`src/hdl/imu_att_pkg.sv`:
```
package imu_att_pkg;

    localparam int BYTE_W = 8;
    localparam int YAW_W  = 16;

    localparam logic [BYTE_W-1:0] SYNC_BYTE = 8'h55;

    localparam logic [BYTE_W-1:0] MAX_PAYLOAD_RESET = 8'd20;
    localparam logic [BYTE_W-1:0] ATTITUDE_ID_RESET = 8'd1;

    localparam int CFG_IDX_W = 1;

    localparam logic [CFG_IDX_W-1:0] CFG_MAX_PAYLOAD = 1'b0;
    localparam logic [CFG_IDX_W-1:0] CFG_ATTITUDE_ID = 1'b1;

    typedef logic [BYTE_W-1:0] byte_t;

endpackage

```
`src/hdl/imu_attitude_frame_parser.sv`:
```
// Channel   Direction  Handshake            Payload
// input     in         in_valid / in_stall   rx_byte
// result    out        out_valid / out_stall frame_id, checksum_ok, yaw_updated, yaw_angle
// config    in         cfg_valid / cfg_ready cfg_index, cfg_data
//
// One byte is taken per cycle when not stalled; frame state is updated in the same cycle.
// The result for a checksum byte is in the output register the cycle after it is taken.
// Input is stalled only while a checksum byte is due and a stalled result is still held.
// Reset is asynchronous and returns the parser to waiting for the first sync byte.
// The configuration port is always ready and takes one register write per cycle.
module imu_attitude_frame_parser
(
    input  logic                                clk,
    input  logic                                rst_n,
    input  logic                                in_valid,
    output logic                                in_stall,
    input  logic [7:0]                          rx_byte,
    output logic                                out_valid,
    input  logic                                out_stall,
    output logic [7:0]                          frame_id,
    output logic                                checksum_ok,
    output logic                                yaw_updated,
    output logic signed [15:0]                  yaw_angle,
    input  logic                                cfg_valid,
    output logic                                cfg_ready,
    input  logic [imu_att_pkg::CFG_IDX_W-1:0]   cfg_index,
    input  logic [7:0]                          cfg_data
);

    localparam logic [2:0] PH_SYNC1 = 3'd0;
    localparam logic [2:0] PH_SYNC2 = 3'd1;
    localparam logic [2:0] PH_ID    = 3'd2;
    localparam logic [2:0] PH_LEN   = 3'd3;
    localparam logic [2:0] PH_DATA  = 3'd4;
    localparam logic [2:0] PH_SUM   = 3'd5;

    logic [2:0]          phase_reg, phase_next;
    imu_att_pkg::byte_t  held_id_reg, held_id_next;
    imu_att_pkg::byte_t  length_reg, length_next;
    imu_att_pkg::byte_t  count_reg, count_next;
    imu_att_pkg::byte_t  sum_reg, sum_next;
    imu_att_pkg::byte_t  yaw_lo_reg, yaw_lo_next;
    imu_att_pkg::byte_t  yaw_hi_reg, yaw_hi_next;
    imu_att_pkg::byte_t  max_payload_reg;
    imu_att_pkg::byte_t  attitude_id_reg;

    logic                out_valid_reg;
    imu_att_pkg::byte_t  frame_id_reg;
    logic                checksum_ok_reg;
    logic                yaw_updated_reg;
    logic signed [15:0]  yaw_angle_reg;

    logic                accept;
    logic                sum_ok;
    logic                upd;
    imu_att_pkg::byte_t  count_inc;
    imu_att_pkg::byte_t  sum_add;

    assign in_stall  = out_valid_reg && out_stall && (phase_reg == PH_SUM);
    assign accept    = in_valid && !in_stall;
    assign cfg_ready = 1'b1;

    assign count_inc = count_reg + 8'd1;
    assign sum_add   = sum_reg + rx_byte;
    assign sum_ok    = (sum_reg == rx_byte);
    assign upd       = sum_ok && (held_id_reg == attitude_id_reg);

    always_comb
    begin
        phase_next   = phase_reg;
        held_id_next = held_id_reg;
        length_next  = length_reg;
        count_next   = count_reg;
        sum_next     = sum_reg;
        yaw_lo_next  = yaw_lo_reg;
        yaw_hi_next  = yaw_hi_reg;
        unique case (phase_reg)
            PH_SYNC2:
            begin
                if (rx_byte == imu_att_pkg::SYNC_BYTE)
                begin
                    sum_next   = sum_add;
                    phase_next = PH_ID;
                end
                else
                begin
                    phase_next = PH_SYNC1;
                end
            end
            PH_ID:
            begin
                held_id_next = rx_byte;
                sum_next     = sum_add;
                phase_next   = PH_LEN;
            end
            PH_LEN:
            begin
                length_next = rx_byte;
                sum_next    = sum_add;
                count_next  = '0;
                phase_next  = (rx_byte > max_payload_reg) ? PH_SYNC1 : PH_DATA;
            end
            PH_DATA:
            begin
                if (count_reg == 8'd4)
                begin
                    yaw_lo_next = rx_byte;
                end
                else if (count_reg == 8'd5)
                begin
                    yaw_hi_next = rx_byte;
                end
                count_next = count_inc;
                sum_next   = sum_add;
                if (count_inc >= length_reg)
                begin
                    phase_next = PH_SUM;
                end
            end
            PH_SUM:
            begin
                phase_next = PH_SYNC1;
            end
            default:
            begin
                if (rx_byte == imu_att_pkg::SYNC_BYTE)
                begin
                    sum_next   = rx_byte;
                    phase_next = PH_SYNC2;
                end
                else
                begin
                    phase_next = PH_SYNC1;
                end
            end
        endcase
    end

    always_ff @(posedge clk or negedge rst_n)
    begin
        if (!rst_n)
        begin
            phase_reg   <= PH_SYNC1;
            held_id_reg <= '0;
            length_reg  <= '0;
            count_reg   <= '0;
            sum_reg     <= '0;
            yaw_lo_reg  <= '0;
            yaw_hi_reg  <= '0;
        end
        else if (accept)
        begin
            phase_reg   <= phase_next;
            held_id_reg <= held_id_next;
            length_reg  <= length_next;
            count_reg   <= count_next;
            sum_reg     <= sum_next;
            yaw_lo_reg  <= yaw_lo_next;
            yaw_hi_reg  <= yaw_hi_next;
        end
    end

    always_ff @(posedge clk or negedge rst_n)
    begin
        if (!rst_n)
        begin
            max_payload_reg <= imu_att_pkg::MAX_PAYLOAD_RESET;
            attitude_id_reg <= imu_att_pkg::ATTITUDE_ID_RESET;
        end
        else if (cfg_valid && cfg_ready)
        begin
            unique case (cfg_index)
                imu_att_pkg::CFG_MAX_PAYLOAD: max_payload_reg <= cfg_data;
                imu_att_pkg::CFG_ATTITUDE_ID: attitude_id_reg <= cfg_data;
                default:                      ;
            endcase
        end
    end

    always_ff @(posedge clk or negedge rst_n)
    begin
        if (!rst_n)
        begin
            out_valid_reg <= 1'b0;
        end
        else if (accept && (phase_reg == PH_SUM))
        begin
            out_valid_reg <= 1'b1;
        end
        else if (!out_stall)
        begin
            out_valid_reg <= 1'b0;
        end
    end

    always_ff @(posedge clk)
    begin
        if (accept && (phase_reg == PH_SUM))
        begin
            frame_id_reg    <= held_id_reg;
            checksum_ok_reg <= sum_ok;
            yaw_updated_reg <= upd;
            yaw_angle_reg   <= upd ? signed'({yaw_hi_reg, yaw_lo_reg}) : 16'sd0;
        end
    end

    assign out_valid   = out_valid_reg;
    assign frame_id    = frame_id_reg;
    assign checksum_ok = checksum_ok_reg;
    assign yaw_updated = yaw_updated_reg;
    assign yaw_angle   = yaw_angle_reg;

endmodule

```
`config.mk`:
```
export PLATFORM = sky130hd
export DESIGN_NAME = imu_attitude_frame_parser
export DESIGN_NICKNAME = d
export VERILOG_FILES = /design/src/hdl/imu_att_pkg.sv /design/src/hdl/imu_attitude_frame_parser.sv
export SDC_FILE = /design/constraint.sdc
export NUM_CORES = 1
export LEC_CHECK = 0
export ABC_CLOCK_PERIOD_IN_PS = 7900
export BUFFER_PORTS_ARGS = -buffer_cell sky130_fd_sc_hd__buf_2
export CAP_MARGIN = 5
export CORE_ASPECT_RATIO = 0.8
export CORE_UTILIZATION = 35
export DETAILED_ROUTE_END_ITERATION = 8
export GPL_TIMING_DRIVEN = 0
export RECOVER_POWER = 100
export SETUP_SLACK_MARGIN = 0.4
export SLEW_MARGIN = 25
export SYNTH_ARGS = -nofsm -noshare
export SYNTH_HDL_FRONTEND = slang
export SYNTH_SLANG_ARGS = --single-unit
```
`constraint.sdc`:
```
create_clock -name clk -period 7.9 [get_ports clk]
set_clock_uncertainty 0.1 [all_clocks]
set_input_delay 0.395 -clock clk [delete_from_list [all_inputs] [get_ports clk]]
set_output_delay 0.395 -clock clk [all_outputs]
set_load 0.02 [all_outputs]
```
==> results_dict.tcl <==
set metrics [dict create \
    htree_levels 3 \
    clockRootBuffer "clkbuf_16" \
    cp_slowest_cell "nor3b_1" \
    synth_top_family_by_area "simple AND/OR/NAND/NOR gates" \
    cts_inserted_buffers 9 \
    synth-compound-area-share 0.0979 \
    cp_max_fo 10 \
    crit_chain "clkbuf_1, nor3b_1, nand2_1, nor4_1, nand2_1, mux2_2" \
    clk-insertion-delay-late_ns 0.34 \
    first_pass_iters 4 \
    worst_slack_ns 3.89 \
    placed_cell_area_sq_um 5250 \
    violations "max-capacitance violations, max-slew violations" \
    layout-drive-gt1-share 0.187 \
    status "finished, violations left" \
    crit_top_cell "nand2_1" \
    largest_reg_flops 16 \
    relSlewSlack -0.498 \
    p_per_area_nw_per_um2 229 \
    syn2layout_area_growth_pct 14.9 \
    crit_type "reg -> reg" \
    stdcell_area_sq_um 5430 \
    synth_adder_area_share 0.0757 \
    gp_congestion 0.792 \
    synth.distinct_cells 58 \
    grt_usage 0.154 \
    syn_nets 447 \
    ant_nets 0 \
    avgSynthCellArea_sq_um 11.9 \
    leakagePower_uw 0.00237 \
    cts_buffer_depth 2 \
    gr-total-overflow 0 \
    nets 510 \
    drv_cap 2 \
    synth-seq-cells 94 \
    num_io_pins 51 \
    fillCellCount 1249 \
    min_path_type "in -> reg" \
    min_period_ns 4.01 \
    hpwl_mm 7.19 \
    hold_violations 0 \
    worst_pin_slew_ns 2.25 \
    worstSetupEndpointType "register" \
    irDropWorstVdd_mv 0.141 \
    antenna_found_initial 0 \
    routedWlPerCell_um 15.4 \
    synth-simple-area-share 0.127 \
    diodes 0 \
    cp.required_ns 8.03 \
    synth_edf_count 26 \
    grt_pass1_wl_mm 16.5 \
    cts.sinks 94 \
    yosys_warnings 0 \
    fmax_ghz 0.249 \
    clk_pin_slew_worst_paths_ns 0.07 \
    ys_seq_area_frac 0.526 \
    cpPeakStageDelay_ns 1.12 \
    syn_area_sq_um 4730 \
    dieWidth_um 132 \
    die_area_sq_um 14000 \
    io_buffers 49 \
    drc_errors 0 \
    initial_core_util 0.363 \
    worstPathArrival_ns 4.14 \
    synth_xor_area_frac 0.0389 \
    grt_max_degree 42 \
    drt-total-wl_mm 9.83 \
    fin_setup_tns_ns 0 \
    dp_slack_ns 4.96 \
    min_period_over_period 0.508 \
    synthMuxAreaShare 0.102 \
    cp-start-kind "register" \
    die_y_um 106 \
    finalMaxSlewViolations 71 \
    setup_violations 0 \
    cts_tree "built" \
    ctsResizeCount 0 \
    async_flop_share 0.723 \
    rsz0062_at_grt "no" \
    vias 3164 \
    drt_iter0_drc 213 \
    synthCells 397 \
    via_per_inst 4.94 \
    core_area_sq_um 13000 \
    synthFlopType "dfrtp_1" \
    num_rows 37 \
    grt_pass1_vias 3179 \
]
## report_power, final
part | internal (uW) | switching, uW
logic | 112 | 126
clock network | 255 | 184
registers | 537 | 31.3
total | 903 | 341
## worst max-delay path: cells and delay by family (launching register included)
kind | cells | cell delay, ns
simple gates | 4 | 2.74
mux | 1 | 0.39
flops | 1 | 0.32
buf+inv | 1 | 0.33
## path summary, 6_finish.rpt
kind | slack, ns | endpoint | cells past startpoint | start
max | 3.89 | yaw_lo_reg[0] | 6 | phase_reg[2]
min | 0.18 | max_payload_reg[6] | 3 | cfg_data[6]
max reg2reg | 3.89 | yaw_lo_reg[0] | 6 | phase_reg[2]
min reg2reg | 0.39 | length_reg[1] | 2 | length_reg[1]
max in group asynchronous | 4.03 | attitude_id_reg[3] | 3 | rst_n
min in group asynchronous | 0.88 | count_reg[5] | 2 | rst_n
## metal layers
layer  share of wire  vias up  wire [um]  global-route usage
li1                -     1545          -                   -
met1            0.50     1540       4870               0.207
met2            0.45       69       4430               0.241
met3           0.038       10        378              0.0348
met4           0.016        0        156              0.0623
met5               0        -          0                   0
## cells in the mapped netlist (all sizes together), types with 2 or more instances
cell | instances | area share
o21a | 5 | 0.0079
and4bb | 2 | 0.0053
mux2i | 3 | 0.0064
a22o | 2 | 0.0037
mux2 | 40 | 0.095
nand3 | 4 | 0.0042
clkbuf | 7 | 0.0058
a32o | 6 | 0.013
xnor2 | 8 | 0.015
o211ai | 4 | 0.0064
a31oi | 6 | 0.0079
and2 | 18 | 0.024
o31ai | 2 | 0.0032
a211oi | 2 | 0.0032
nor2b | 4 | 0.0053
dfrtp | 65 | 0.34
a21o | 3 | 0.0048
nor4 | 5 | 0.0098
nor3b | 3 | 0.0082
nand2b | 4 | 0.0053
buf | 5 | 0.0077
a21oi | 11 | 0.012
nor2 | 16 | 0.013
and3 | 4 | 0.0053
nand2 | 36 | 0.030
ha | 27 | 0.071
nand4 | 2 | 0.0026
edfxtp | 26 | 0.17
inv | 24 | 0.019
xor2 | 13 | 0.024
o21ai | 19 | 0.020
nand3b | 2 | 0.0058
dfstp | 3 | 0.017
## repair_timing
item                                   CTS  global route
hold buffers                             1             0
buffers inserted                         0             0
endpoints found under the hold margin   27             0
## through the flow
| stage | instances | power, uW | utilization | hold WS [ns] |
|---|---|---|---|---|
| 2_1_floorplan | 397 | 750 | - | -0.000591 |
| 3_3_place_gp | 621 | 806 | 0.399 | 0.372 |
| 3_5_place_dp | 623 | 817 | 0.403 | 0.251 |
| 4_1_cts | 640 | 1260 | 0.428 | 0.176 |
| 5_1_grt | 640 | 1310 | 0.417 | 0.173 |
| 6_report | 640 | 1240 | 0.417 | 0.180 |
## cell usage in the layout, fill, tap and decap left out, types with 8 or more instances in the layout
cell       count
xnor2_1        8
ha_1          27
and2_1        10
inv_1         24
a21oi_1       11
clkbuf_16      9
edfxtp_1      26
clkbuf_1      41
buf_2         20
mux2_2        40
nand2_1       36
dfrtp_1       65
o21ai_0       19
nor2_1        16
xor2_1        13
and2_0         8
## layout make-up
class / count / area (sq um) / share of cell area
Sequential cell: 94 / 2490 / 0.458
Multi-Input combinational cell: 267 / 2050 / 0.377
Inverter: 24 / 90.1 / 0.0166
Timing Repair Buffer: 52 / 226 / 0.0417
Clock inverter: 5 / 60.1 / 0.0111
Buffer: 12 / 57.6 / 0.0106
Clock buffer: 11 / 243 / 0.0447
Tap cell: 175 / 219 / 0.0403
## kinds of logic after synthesis
logic type                 after synthesis
buffers and inverters                   36
adders and majority gates               28
DFF                                     94
AOI/OAI and AO/OA                       69
xor gates and xnor gates                21
other                                    1
muxes                                   43
and+or+nand+nor                        105
(Power assumes the default switching activity.)
